## src/hdl/mpsh_pkg.sv

```systemverilog
// Package with constants, types and the shared reduction step of the string hash block.
`timescale 1ns / 1ps

package mpsh_pkg;

  // Field widths.
  localparam int MOD_BITS  = 24;
  localparam int CHAR_BITS = 16;

  // Derived datapath widths.
  localparam int PROD_W    = CHAR_BITS + MOD_BITS;
  localparam int SUM_W     = PROD_W + 1;
  localparam int WT10_W    = MOD_BITS + 4;
  localparam int DIV_STEPS = (SUM_W + 1) / 2;
  localparam int DVD_W     = 2 * DIV_STEPS;
  localparam int CNT_W     = $clog2(DIV_STEPS);

  // Base of the polynomial.
  localparam logic [3:0] WEIGHT_BASE = 4'd10;

  // Controller states, one-hot.
  typedef enum logic [5:0] {
    ST_IDLE = 6'b000001,
    ST_MUL  = 6'b000010,
    ST_LOAD = 6'b000100,
    ST_DIV  = 6'b001000,
    ST_FIN  = 6'b010000,
    ST_EMIT = 6'b100000
  } state_t;

  // Commands from the controller to the datapath.
  typedef struct packed {
    logic load_in;
    logic mul;
    logic load_div;
    logic div_step;
    logic commit;
    logic emit;
  } cmd_t;

  // Status from the datapath to the controller.
  typedef struct packed {
    logic size_zero;
    logic last;
    logic div_done;
  } sts_t;

  // One restoring step: shift in one dividend bit and subtract the modulus once.
  // The remainder is always below the modulus, so one compare is enough.
  function automatic logic [MOD_BITS-1:0] red_step(input logic [MOD_BITS-1:0] rem,
                                                    input logic                bit_in,
                                                    input logic [MOD_BITS-1:0] modulus);
    logic [MOD_BITS:0] t;
    t = {rem, bit_in};
    if (t >= {1'b0, modulus}) begin
      t = t - {1'b0, modulus};
    end
    return t[MOD_BITS-1:0];
  endfunction

endpackage

```

## src/hdl/mpsh_if.sv

```systemverilog
// Channel interfaces of the string hash block: input, result and configuration.
`timescale 1ns / 1ps

interface mpsh_in_if;
  logic                          valid;
  logic                          ready;
  logic [mpsh_pkg::CHAR_BITS-1:0] char_code;
  logic                          last_char;
  logic                          empty_key;

  modport source (output valid, output char_code, output last_char, output empty_key,
                  input ready);
  modport sink (input valid, input char_code, input last_char, input empty_key,
                output ready);
endinterface

interface mpsh_out_if;
  logic                         valid;
  logic                         ready;
  logic [mpsh_pkg::MOD_BITS-1:0] bucket_index;
  logic                         size_error;

  modport source (output valid, output bucket_index, output size_error, input ready);
  modport sink (input valid, input bucket_index, input size_error, output ready);
endinterface

interface mpsh_cfg_if;
  logic                         valid;
  logic                         ready;
  logic [mpsh_pkg::MOD_BITS-1:0] hash_size;

  modport source (output valid, output hash_size, input ready);
  modport sink (input valid, input hash_size, output ready);
endinterface

```

## src/hdl/mpsh_ctrl.sv

```systemverilog
// Controller state machine that sequences one character through multiply and reduction.
`timescale 1ns / 1ps

module mpsh_ctrl (
  input  logic            clk,
  input  logic            rst_n,
  input  logic            in_valid,
  input  logic            in_last_char,
  input  logic            in_empty_key,
  output logic            in_ready,
  input  logic            out_ready,
  output logic            out_valid,
  input  mpsh_pkg::sts_t  sts,
  output mpsh_pkg::cmd_t  cmd
);

  mpsh_pkg::state_t state_r, state_nxt;
  logic             out_valid_r, out_valid_nxt;
  logic             out_free;

  assign out_free  = !out_valid_r || out_ready;
  assign in_ready  = (state_r == mpsh_pkg::ST_IDLE);
  assign out_valid = out_valid_r;

  // Next state and commands.
  always_comb begin
    state_nxt = state_r;
    cmd       = '0;
    case (state_r)
      mpsh_pkg::ST_IDLE: begin
        if (in_valid) begin
          cmd.load_in = 1'b1;
          if (in_empty_key) begin
            state_nxt = mpsh_pkg::ST_EMIT;
          end else if (sts.size_zero) begin
            state_nxt = in_last_char ? mpsh_pkg::ST_EMIT : mpsh_pkg::ST_IDLE;
          end else begin
            state_nxt = mpsh_pkg::ST_MUL;
          end
        end
      end
      mpsh_pkg::ST_MUL: begin
        cmd.mul   = 1'b1;
        state_nxt = mpsh_pkg::ST_LOAD;
      end
      mpsh_pkg::ST_LOAD: begin
        cmd.load_div = 1'b1;
        state_nxt    = mpsh_pkg::ST_DIV;
      end
      mpsh_pkg::ST_DIV: begin
        cmd.div_step = 1'b1;
        if (sts.div_done) begin
          state_nxt = mpsh_pkg::ST_FIN;
        end
      end
      mpsh_pkg::ST_FIN: begin
        cmd.commit = 1'b1;
        state_nxt  = sts.last ? mpsh_pkg::ST_EMIT : mpsh_pkg::ST_IDLE;
      end
      mpsh_pkg::ST_EMIT: begin
        if (out_free) begin
          cmd.emit  = 1'b1;
          state_nxt = mpsh_pkg::ST_IDLE;
        end
      end
      default: begin
        state_nxt = mpsh_pkg::ST_IDLE;
      end
    endcase
  end

  // The output word stays valid until the receiver takes it.
  always_comb begin
    out_valid_nxt = out_valid_r;
    if (cmd.emit) begin
      out_valid_nxt = 1'b1;
    end else if (out_ready) begin
      out_valid_nxt = 1'b0;
    end
  end

  always_ff @(posedge clk) begin
    if (!rst_n) begin
      state_r     <= mpsh_pkg::ST_IDLE;
      out_valid_r <= 1'b0;
    end else begin
      state_r     <= state_nxt;
      out_valid_r <= out_valid_nxt;
    end
  end

endmodule

```

## src/hdl/mpsh_dp.sv

```systemverilog
// Datapath: size register, hash state, multiplier, two-bit-per-cycle modulo reducer, result.
`timescale 1ns / 1ps

module mpsh_dp (
  input  logic                          clk,
  input  logic                          rst_n,
  input  mpsh_pkg::cmd_t                cmd,
  output mpsh_pkg::sts_t                sts,
  input  logic                          cfg_write,
  input  logic [mpsh_pkg::MOD_BITS-1:0] cfg_hash_size,
  input  logic [mpsh_pkg::CHAR_BITS-1:0] in_char_code,
  input  logic                          in_last_char,
  input  logic                          in_empty_key,
  output logic [mpsh_pkg::MOD_BITS-1:0] out_bucket_index,
  output logic                          out_size_error
);

  logic [mpsh_pkg::MOD_BITS-1:0]  hash_size_r;
  logic [mpsh_pkg::MOD_BITS-1:0]  hash_r, hash_nxt;
  logic [mpsh_pkg::MOD_BITS-1:0]  weight_r, weight_nxt;
  logic                           neg_r, neg_nxt;
  logic                           kerr_r, kerr_nxt;
  logic                           last_r;
  logic                           empty_r;
  logic [mpsh_pkg::CHAR_BITS-1:0] char_r;
  logic [mpsh_pkg::PROD_W-1:0]    prod_r;
  logic [mpsh_pkg::DVD_W-1:0]     dvd_h_r, dvd_w_r;
  logic [mpsh_pkg::MOD_BITS-1:0]  rem_h_r, rem_w_r;
  logic [mpsh_pkg::CNT_W-1:0]     cnt_r;
  logic                           upd_r;
  logic                           size_zero;
  logic [mpsh_pkg::SUM_W-1:0]     sum_h;
  logic [mpsh_pkg::WT10_W-1:0]    wt10;
  logic [mpsh_pkg::MOD_BITS-1:0]  bucket_nxt;
  logic                           err_nxt;

  assign size_zero     = (hash_size_r == '0);
  assign sts.size_zero = size_zero;
  assign sts.last      = last_r;
  assign sts.div_done  = (cnt_r == mpsh_pkg::CNT_W'(mpsh_pkg::DIV_STEPS - 1));

  // Size register, written from the configuration port.
  always_ff @(posedge clk) begin
    if (!rst_n) begin
      hash_size_r <= '0;
    end else if (cfg_write) begin
      hash_size_r <= cfg_hash_size;
    end
  end

  // Input word capture and product.
  always_ff @(posedge clk) begin
    if (cmd.load_in) begin
      char_r  <= in_char_code;
      last_r  <= in_last_char;
      empty_r <= in_empty_key;
    end
    if (cmd.mul) begin
      prod_r <= mpsh_pkg::PROD_W'(char_r) * mpsh_pkg::PROD_W'(weight_r);
    end
  end

  // Dividends: the new hash before reduction and the weight times the base.
  // While the hash still holds minus one it becomes product minus one.
  always_comb begin
    if (neg_r) begin
      sum_h = (prod_r == '0) ? '0 : mpsh_pkg::SUM_W'(prod_r) - mpsh_pkg::SUM_W'(1);
    end else begin
      sum_h = mpsh_pkg::SUM_W'(hash_r) + mpsh_pkg::SUM_W'(prod_r);
    end
    wt10 = mpsh_pkg::WT10_W'(weight_r) * mpsh_pkg::WT10_W'(mpsh_pkg::WEIGHT_BASE);
  end

  // Reducer: two restoring steps per cycle on both dividends at once.
  always_ff @(posedge clk) begin
    if (cmd.load_div) begin
      dvd_h_r <= mpsh_pkg::DVD_W'(sum_h);
      dvd_w_r <= mpsh_pkg::DVD_W'(wt10);
      rem_h_r <= '0;
      rem_w_r <= '0;
      cnt_r   <= '0;
      upd_r   <= !neg_r || (prod_r != '0) || (hash_size_r == mpsh_pkg::MOD_BITS'(1));
    end else if (cmd.div_step) begin
      rem_h_r <= mpsh_pkg::red_step(
                   mpsh_pkg::red_step(rem_h_r, dvd_h_r[mpsh_pkg::DVD_W-1], hash_size_r),
                   dvd_h_r[mpsh_pkg::DVD_W-2], hash_size_r);
      rem_w_r <= mpsh_pkg::red_step(
                   mpsh_pkg::red_step(rem_w_r, dvd_w_r[mpsh_pkg::DVD_W-1], hash_size_r),
                   dvd_w_r[mpsh_pkg::DVD_W-2], hash_size_r);
      dvd_h_r <= {dvd_h_r[mpsh_pkg::DVD_W-3:0], 2'b00};
      dvd_w_r <= {dvd_w_r[mpsh_pkg::DVD_W-3:0], 2'b00};
      cnt_r   <= cnt_r + mpsh_pkg::CNT_W'(1);
    end
  end

  // Hash state update; an emitted result returns it to the start of a key.
  always_comb begin
    hash_nxt   = hash_r;
    weight_nxt = weight_r;
    neg_nxt    = neg_r;
    kerr_nxt   = kerr_r;
    if (cmd.emit) begin
      hash_nxt   = '0;
      weight_nxt = mpsh_pkg::MOD_BITS'(1);
      neg_nxt    = 1'b1;
      kerr_nxt   = 1'b0;
    end else if (cmd.commit) begin
      weight_nxt = (rem_w_r == '0) ? mpsh_pkg::MOD_BITS'(1) : rem_w_r;
      if (upd_r) begin
        hash_nxt = rem_h_r;
        neg_nxt  = 1'b0;
      end
    end else if (cmd.load_in && !in_empty_key && size_zero) begin
      kerr_nxt = 1'b1;
    end
  end

  always_ff @(posedge clk) begin
    if (!rst_n) begin
      hash_r   <= '0;
      weight_r <= mpsh_pkg::MOD_BITS'(1);
      neg_r    <= 1'b1;
      kerr_r   <= 1'b0;
    end else begin
      hash_r   <= hash_nxt;
      weight_r <= weight_nxt;
      neg_r    <= neg_nxt;
      kerr_r   <= kerr_nxt;
    end
  end

  // Result word.
  always_comb begin
    if (empty_r) begin
      err_nxt    = size_zero;
      bucket_nxt = size_zero ? '0 : mpsh_pkg::MOD_BITS'(1);
    end else begin
      err_nxt    = kerr_r;
      bucket_nxt = kerr_r ? '0 : (neg_r ? mpsh_pkg::MOD_BITS'(1) : hash_r);
    end
  end

  always_ff @(posedge clk) begin
    if (cmd.emit) begin
      out_bucket_index <= bucket_nxt;
      out_size_error   <= err_nxt;
    end
  end

endmodule

```

## src/hdl/modular_polynomial_string_hash.sv

```systemverilog
// Top level of the polynomial string hash: channels, controller, datapath and checks.
`timescale 1ns / 1ps

// Hashes a key, one character per input word, into a bucket index modulo hash_size.
// in_ch carries char_code, last_char and empty_key; a result word on out_ch follows
// the character marked last, or an empty-key word at once. cfg_ch writes hash_size
// and is always ready; write it only while no key is in flight.
// Per character with a nonzero size the steps are: accept, one multiply, one load, the
// reducer that retires two dividend bits per cycle on the 41-bit hash sum and the weight
// in parallel, and a commit. No new character is accepted until that character has
// been committed. The last character of a key adds an emit step. A character taken
// while hash_size is zero only takes the accept step; an empty key, or a last character
// while hash_size is zero, takes accept and emit.
// The result word is loaded in the emit step that follows the last character's commit,
// or the accept of an empty key. A new character is accepted while that word waits; if
// the receiver still stalls when the next result is ready, the block holds in its emit
// step and takes no input until the word leaves.
// Reset clears hash_size to zero, the hash state to its start values and drops
// any pending result.
module modular_polynomial_string_hash (
  input logic      clk,
  input logic      rst_n,
  mpsh_in_if.sink  in_ch,
  mpsh_out_if.source out_ch,
  mpsh_cfg_if.sink cfg_ch
);

  mpsh_pkg::cmd_t cmd;
  mpsh_pkg::sts_t sts;

  assign cfg_ch.ready = 1'b1;

  mpsh_ctrl u_ctrl (
    .clk          (clk),
    .rst_n        (rst_n),
    .in_valid     (in_ch.valid),
    .in_last_char (in_ch.last_char),
    .in_empty_key (in_ch.empty_key),
    .in_ready     (in_ch.ready),
    .out_ready    (out_ch.ready),
    .out_valid    (out_ch.valid),
    .sts          (sts),
    .cmd          (cmd)
  );

  mpsh_dp u_dp (
    .clk              (clk),
    .rst_n            (rst_n),
    .cmd              (cmd),
    .sts              (sts),
    .cfg_write        (cfg_ch.valid),
    .cfg_hash_size    (cfg_ch.hash_size),
    .in_char_code     (in_ch.char_code),
    .in_last_char     (in_ch.last_char),
    .in_empty_key     (in_ch.empty_key),
    .out_bucket_index (out_ch.bucket_index),
    .out_size_error   (out_ch.size_error)
  );

  // A result loaded into the output register is presented on the next cycle.
  a_emit_valid: assert property (@(posedge clk) disable iff (!rst_n)
    cmd.emit |=> out_ch.valid)
    else $error("emitted result not presented");

  // An error result always carries a zero index.
  a_err_zero: assert property (@(posedge clk) disable iff (!rst_n)
    out_ch.valid && out_ch.size_error |-> out_ch.bucket_index == '0)
    else $error("size error with nonzero index");

  // The reducer never runs with a zero modulus.
  a_div_size: assert property (@(posedge clk) disable iff (!rst_n)
    cmd.div_step |-> !sts.size_zero)
    else $error("reduction with zero modulus");

  // Input is taken only when no result is being loaded in the same cycle.
  a_load_excl: assert property (@(posedge clk) disable iff (!rst_n)
    cmd.load_in |-> !cmd.emit && !cmd.commit)
    else $error("input accepted during commit or emit");

endmodule

```

## src/flat_wrapper.sv

```systemverilog
// flat-port wrapper written by rule: the top's interface ports become plain ports
module modular_polynomial_string_hash_flat 
  (clk, rst_n, in_ch_valid, in_ch_char_code, in_ch_last_char, in_ch_empty_key, in_ch_ready, out_ch_valid, out_ch_bucket_index, out_ch_size_error, out_ch_ready, cfg_ch_valid, cfg_ch_hash_size, cfg_ch_ready);
  mpsh_in_if in_ch_i ();
  mpsh_out_if out_ch_i ();
  mpsh_cfg_if cfg_ch_i ();
  input logic clk;
  input logic rst_n;
  input wire logic [$bits(in_ch_i.valid)-1:0] in_ch_valid;
  input wire logic [$bits(in_ch_i.char_code)-1:0] in_ch_char_code;
  input wire logic [$bits(in_ch_i.last_char)-1:0] in_ch_last_char;
  input wire logic [$bits(in_ch_i.empty_key)-1:0] in_ch_empty_key;
  output wire logic [$bits(in_ch_i.ready)-1:0] in_ch_ready;
  output wire logic [$bits(out_ch_i.valid)-1:0] out_ch_valid;
  output wire logic [$bits(out_ch_i.bucket_index)-1:0] out_ch_bucket_index;
  output wire logic [$bits(out_ch_i.size_error)-1:0] out_ch_size_error;
  input wire logic [$bits(out_ch_i.ready)-1:0] out_ch_ready;
  input wire logic [$bits(cfg_ch_i.valid)-1:0] cfg_ch_valid;
  input wire logic [$bits(cfg_ch_i.hash_size)-1:0] cfg_ch_hash_size;
  output wire logic [$bits(cfg_ch_i.ready)-1:0] cfg_ch_ready;
  assign in_ch_i.valid = in_ch_valid;
  assign in_ch_i.char_code = in_ch_char_code;
  assign in_ch_i.last_char = in_ch_last_char;
  assign in_ch_i.empty_key = in_ch_empty_key;
  assign in_ch_ready = in_ch_i.ready;
  assign out_ch_valid = out_ch_i.valid;
  assign out_ch_bucket_index = out_ch_i.bucket_index;
  assign out_ch_size_error = out_ch_i.size_error;
  assign out_ch_i.ready = out_ch_ready;
  assign cfg_ch_i.valid = cfg_ch_valid;
  assign cfg_ch_i.hash_size = cfg_ch_hash_size;
  assign cfg_ch_ready = cfg_ch_i.ready;
  modular_polynomial_string_hash u_core (.clk(clk), .rst_n(rst_n), .in_ch(in_ch_i), .out_ch(out_ch_i), .cfg_ch(cfg_ch_i));
endmodule
```

## config.mk

```make
export PLATFORM = sky130hd
export DESIGN_NAME = modular_polynomial_string_hash_flat
export DESIGN_NICKNAME = d
export VERILOG_FILES = /design/src/hdl/mpsh_pkg.sv /design/src/hdl/mpsh_if.sv /design/src/hdl/mpsh_ctrl.sv /design/src/hdl/mpsh_dp.sv /design/src/hdl/modular_polynomial_string_hash.sv /design/src/flat_wrapper.sv
export SDC_FILE = /design/constraint.sdc
export NUM_CORES = 2
export LEC_CHECK = 0
export BUFFER_PORTS_ARGS = -buffer_cell sky130_fd_sc_hd__clkbuf_2
export CAP_MARGIN = 25
export CORE_ASPECT_RATIO = 0.9
export CORE_MARGIN = 3
export CORE_UTILIZATION = 30
export DETAILED_ROUTE_END_ITERATION = 8
export PLACE_DENSITY = 0.48
export SYNTH_ARGS = -nofsm -noshare
export SYNTH_HDL_FRONTEND = slang
export SYNTH_HIERARCHICAL = 1
export SYNTH_SLANG_ARGS = --single-unit
```

## constraint.sdc

```tcl
create_clock -name clk -period 15.9 [get_ports clk]
set_input_delay 3.18 -clock clk [delete_from_list [all_inputs] [get_ports clk]]
set_output_delay 3.18 -clock clk [all_outputs]
set_load 0.005 [all_outputs]
```

; ---- Word level (Yosys, flattened, before mapping)
; Cells that the tools add are included.
[totals]
latchBits = 0
ff_bits = 301
ram_bits = 0
elab_cells = 103
rom_bits = 0
out_inout_bits = 28
mem_count = 0
[op_classes]
addsub = 7
n_reduce_logical = 18
div = 0
shift = 0
n_mul = 2
n_lt_le_gt_ge = 4
bitwise_logic = 2
mux = 38
eq_ne = 11
[ops]
columns = op, n
row1 = 24-bit 2-to-1 mux, 12
row2 = 41-bit 2-to-1 mux, 4
row3 = 25-bit by 24-bit greater-or-equal comparator with 1-bit output, 4
row4 = 24-bit subtractor, 4
row5 = 28-bit 2-to-1 mux, 2
row6 = 24-bit logical NOT, 2
row7 = 6-bit 2-to-1 mux, 7
row8 = 24-bit by 40-bit adder with 41-bit output, 1
row9 = "40-bit by 1-bit subtractor with 41-bit output, second input constant", 1
row10 = 40-bit logical NOT, 1
row11 = 16-bit by 24-bit multiplier with 40-bit output, 1
row12 = 40-bit nonzero test, 1
row13 = 6-bit case mux with 6 select lines, 1
row14 = "24-bit by 3-bit multiplier with 27-bit output, second input constant", 1
row15 = "24-bit by 1-bit == test with 1-bit output, second input constant", 1
row16 = 1-bit 2-to-1 mux, 12
row17 = "6-bit by 1-bit == test with 1-bit output, second input constant", 1
row18 = "6-bit by 2-bit == test with 1-bit output, second input constant", 1
row19 = "6-bit by 3-bit == test with 1-bit output, second input constant", 1
row20 = "6-bit by 4-bit == test with 1-bit output, second input constant", 1
row21 = "6-bit by 5-bit == test with 1-bit output, second input constant", 1
row22 = "6-bit == test, second input constant", 1
row23 = "5-bit by 1-bit adder with 5-bit output, second input constant", 1
row24 = "5-bit == test, second input constant", 1
row25 = 10 further kinds, 19

; ---- Depth between registers and ports, before layout
[logic_depth]
depth_word = 6
mapped_depth = 25
mapped_depth_nobuf = 24

; ---- Cells and area by module
; The synthesis kept the hierarchy.
[modules_own_cells]
columns = module, area_each_um2, n_inst, seq_area_each_um2, cells_per_inst
row1 = mpsh_dp, 31920.6, 1, 7407.1, 3527
row2 = mpsh_ctrl, 456.7, 1, 140.1, 54
row3 = modular_polynomial_string_hash, 11.3, 1, 0.0, 2

; ---- Worst setup path after synthesis
; OpenSTA, ideal clock, no wires.
[synth_path]
kind = reg2reg
start = register u_core/u_dp/weight_r[9] (netlist bit)
end = register u_core/u_dp/prod_r[38] (netlist bit) (data pin)
path_buffers = 1
period_less_slack_ns = 6.885
setup_slack_ns = 9.015
t_arrival_ns = 6.623
stages_incl_launch_ff = 24
cell_sequence = dfxtp_1 > clkbuf_1 > nand2_1 > fa_1 > inv_1 > fa_1 > inv_1 > fa_1 > inv_1 > fa_1 > fa_1 > inv_1 > fa_1 > inv_1 > ha_1 > and3_1 > a221o_1 > nor3_1 > o311ai_0 > a221o_1 > o211ai_1 > nand4b_1 > o31ai_1 > xnor2_1
[synth_between]
elab_chain_len = 1
[synth_lines]
columns = item, line
row1 = from (decl), mpsh_dp.sv:20  ; logic [mpsh_pkg::MOD_BITS-1:0] weight_r, weight_nxt;
row2 = from (signal assigned), mpsh_dp.sv:121  ; weight_r <= mpsh_pkg::MOD_BITS'(1);
row3 = from (signal assigned), mpsh_dp.sv:126  ; weight_r <= weight_nxt;
row4 = 16-bit by 24-bit multiplier with 40-bit output, mpsh_dp.sv:59  ; prod_r <= mpsh_pkg::PROD_W'(char_r) * mpsh_pkg::PROD_W'(weight_r);
row5 = to (signal assigned), mpsh_dp.sv:59
row6 = to (decl), mpsh_dp.sv:26  ; logic [mpsh_pkg::PROD_W-1:0] prod_r;
; No other way between the ends.
; A chain may end at the register's enable or synchronous reset.

; ---- Worst setup path in the final report
[layout_path]
start = register u_core/u_dp/char_r[3] (netlist bit)
end = register u_core/u_dp/prod_r[37] (netlist bit) (data pin)
[layout_between]
elab_chain_len = 1
[layout_lines]
columns = item, line
row1 = from (decl), mpsh_dp.sv:25  ; logic [mpsh_pkg::CHAR_BITS-1:0] char_r;
row2 = from (signal assigned), mpsh_dp.sv:54  ; char_r <= in_char_code;
row3 = 16-bit by 24-bit multiplier with 40-bit output, mpsh_dp.sv:59
; No other way between the ends.

==> flow_summary_export.csv <==
group,metric,value,unit
floorplan,core-area,106300,sq um
sta,slew_viol_final,0,
clock_tree,cts_tree,"yes",
yosys,synth_top_area_cell,"fa_1",
routing,firstDrtPassIters,6,
floorplan,start_util,30.46,%
placement,place_congestion,0.8531,
sta,max-slew-margin-rel,29.45,%
floorplan,fp-row-count,113,
yosys,synth_top_cell_area_share,19.28,%
yosys,syn_inst,3583,
critical_path,crit_chain,"nand2_1 > fa_1 > fa_1 > fa_1 > fa_1 > inv_1 > fa_1 > inv_1 > fa_1 > inv_1 > ha_1 > nand4_1 > o21ai_0 > or3b_2 > a31o_2 > a2111oi_2 > o21ai_0 > a31o_2 > a31oi_1 > mux2i_1 > nand3_1",
critical_path,arrival,8.21,ns
sta,timing.final.crit_share,49.52,%
critical_path,crit_family,"adder cells",
sta,finalHoldViolations,0,
yosys,ys_seq_area_share,23.30,%
floorplan,die_h,317.7,microns
finish,drive_above_1_share,7.393,%
critical_path,crit_top_cell,"fa_1",
yosys,synthArstFlopShare,0,%
finish,num-nets-final,4230,
sta,finalCriticalPeriod,7.873,ns
finish,syn_to_final_growth,10.47,%
routing,wire_per_inst,19.37,microns
finish,register_area,7547,sq um
clock_tree,clk_pin_slew_worst_paths,0.07,ns
sta,rsz0062_at_grt,"false",
critical_path,crit_buf_inv,3,
routing,avgViaCountPerCell,4.993,
global_routing,globalRouteOverflowTotal,0,
sta,worst_pin_slew,1.058,ns
yosys,synth_most_common_cell,"inv_1",
pwr,p_leak,15.40,nW
clock_tree,worstSkewPairLatency,0.60,ns
routing,wl,98.05,mm
clock_tree,cts_max_path_buffers,3,
yosys,synth_nets,4221,
global_routing,antenna_found_initial,1,
critical_path,start_kind,"register",
global_routing,grt_pass1_wl,153.4,mm
floorplan,die_w,352.4,microns
sta,max_freq,127.0,MHz
global_routing,grt_pass1_vias,25200,
yosys,dominantRegCellSynth,"edfxtp_1",
clock_tree,cts_setup_buffers,0,
routing,antenna_left,0,
critical_path,critPathSlowestCell,"edfxtp_1",
critical_path,critPathMaxStageDelay,1.01,ns
clock_tree,postCtsHoldBufs,0,
placement,numPortBuffers,73,
critical_path,crit_required,16.23,ns
yosys,synth_common_cells,"inv_1 (422), nand2_1 (415), fa_1 (312), ha_1 (279), nor2_1 (225)",
pwr,vdd_ir_drop_max,0.1862,mV
yosys,synth_edf_count,152,
finish,nFillCells,11110,
yosys,synthTopCellsByArea,"fa_1 (19%), edfxtp_1 (14%), ha_1 (11%)",
clock_tree,cts_root_buf,"clkbuf_16",
routing,drtIter0Drc,1664,
global_routing,gr-usage-all-layers,17.35,%
yosys,synth.distinct_cells,87,
job,cap_violations,0,
floorplan,die_area,111900,sq um
yosys,syn_area_per_cell,9.040,sq um
pwr,power.density,153.4,nW/um^2
clock_tree,h-tree-depth,2,
clock_tree,cts_sinks,301,
floorplan,ioPinCount,75,
finish,multi_input_area,22680,sq um
global_routing,grt_max_degree,86,
routing,via_count,25280,
sta,clock_skew,0.03516,ns
clock_tree,cts.repair.resized,0,
sta,fin_setup_tns,0,ns
clock_tree,cts_buffers,42,
critical_path,endpoint_kind,"register",
critical_path,critPathKind,"reg2reg",
routing,drc,0,
status,status,"finished clean",
hold_path,min_path_type,"reg2reg",
yosys,synth_warnings,6,
critical_path,crit_fanout,24,
yosys,synth-seq-cells,301,
yosys,synth_area,32390,sq um
sta,setup_viol,0,
pwr,total_power,5.490,mW
placement,dp_hpwl,74.46,mm
==> where the power goes <==
part / internal [mW] / switching [mW] / leakage [nW]
sequential: 0.928 / 0.193 / 2.63
combinational: 1.38 / 1.98 / 12.1
clock: 0.598 / 0.411 / 0.719
total: 2.91 / 2.58 / 15.4
==> per-stage QoR <==
stage               setup WS [ns]  hold WS (ns)  std cells  instance area, sq um  util, %
floorplan                   9.015        0.4444       3583                 32390        -
global placement            8.097        0.4700       4984                 34290    32.25
detailed placement          8.024        0.4767       4985                 34310    32.27
CTS                         7.992        0.4912       5062                 35780    33.65
global route                7.653        0.5167       5062                 35780    33.65
finish                      8.027        0.4816       5063                 35780    33.65
==> layout make-up <==
class,count,area share (%)
diodes,1,0.006994
well taps,1437,5.025
multi-input cells,2710,63.39
clock inverters,26,0.9162
repair buffers,114,1.937
inverters,423,4.452
clock buffers,51,3.175
flip-flops and latches,301,21.09
==> cell usage in the layout, fill, tap and decap left out, types with 11 or more instances in the layout <==
cell / n
inv_1: 421
nand2_1: 414
fa_1: 312
ha_1: 279
nor2_1: 225
and2_1: 193
a21oi_1: 167
edfxtp_1: 152
dfxtp_1: 149
xnor2_1: 121
o21ai_0: 112
mux2i_1: 89
clkbuf_2: 73
xor2_1: 64
a21o_1: 61
nor3_1: 59
nand3_1: 50
nor2b_1: 48
clkbuf_16: 43
o21a_1: 41
buf_4: 40
a211oi_1: 40
mux2_2: 39
and3_1: 29
nor4_1: 28
a31oi_1: 27
nand4_1: 27
nand2b_1: 25
o221ai_1: 23
o21bai_1: 22
a311oi_1: 16
o211ai_1: 15
or2_2: 11
or3_1: 11
o31ai_1: 11
==> metal layers <==
layer	vias to the layer above	routed length, microns	global-route usage, %
met3	125	4521	2.476
met2	541	44030	27.60
li1	12180	-	-
met1	12430	46630	24.51
met4	0	2863	4.967
met5	-	0	0
==> flip-flops by register name, indices dropped and copies added, names as in the netlist, 5 cells and up <==
name and cells:
u_core/u_dp/cnt_r 5, u_core/u_dp/hash_r 24, u_core/u_ctrl/state_r 6, u_core/u_dp/char_r 16, u_core/u_dp/weight_r 24, u_core/u_dp/dvd_h_r 42, u_core/u_dp/out_bucket_index 24, u_core/u_dp/dvd_w_r 41
u_core/u_dp/hash_size_r 24, u_core/u_dp/prod_r 40, u_core/u_dp/rem_w_r 24, u_core/u_dp/rem_h_r 24
==> path summary, 6_finish.rpt <==
kind,startpoint,end,slack (ns),depth (start not counted)
min,u_core/u_dp/dvd_h_r[39],u_core/u_dp/dvd_h_r[41],0.48,2
max,u_core/u_dp/char_r[3],u_core/u_dp/prod_r[37],8.03,21
max reg2reg,u_core/u_dp/char_r[3],u_core/u_dp/prod_r[37],8.03,21
min reg2reg,u_core/u_dp/dvd_h_r[39],u_core/u_dp/dvd_h_r[41],0.48,2
==> tightest hold or removal path, delay by kind of cell, from the launching register on <==
kind	cells	cell delay (ns)
DFF	1	0.32
muxes	1	0.06
and+or+nand+nor	1	0.07
==> cells by family after synthesis <==
kind of cell / share of synthesized area (%)
AO/OA/AOI/OAI: 13.29
XOR/XNOR: 5.003
adder cells (fa/ha/maj): 30.06
buffers and inverters: 6.768
flip-flops: 23.30
multiplexers: 4.106
other: 0.01158
AND/OR/NAND/NOR: 17.45
Note: power is estimated with default switching activity, not from simulation.
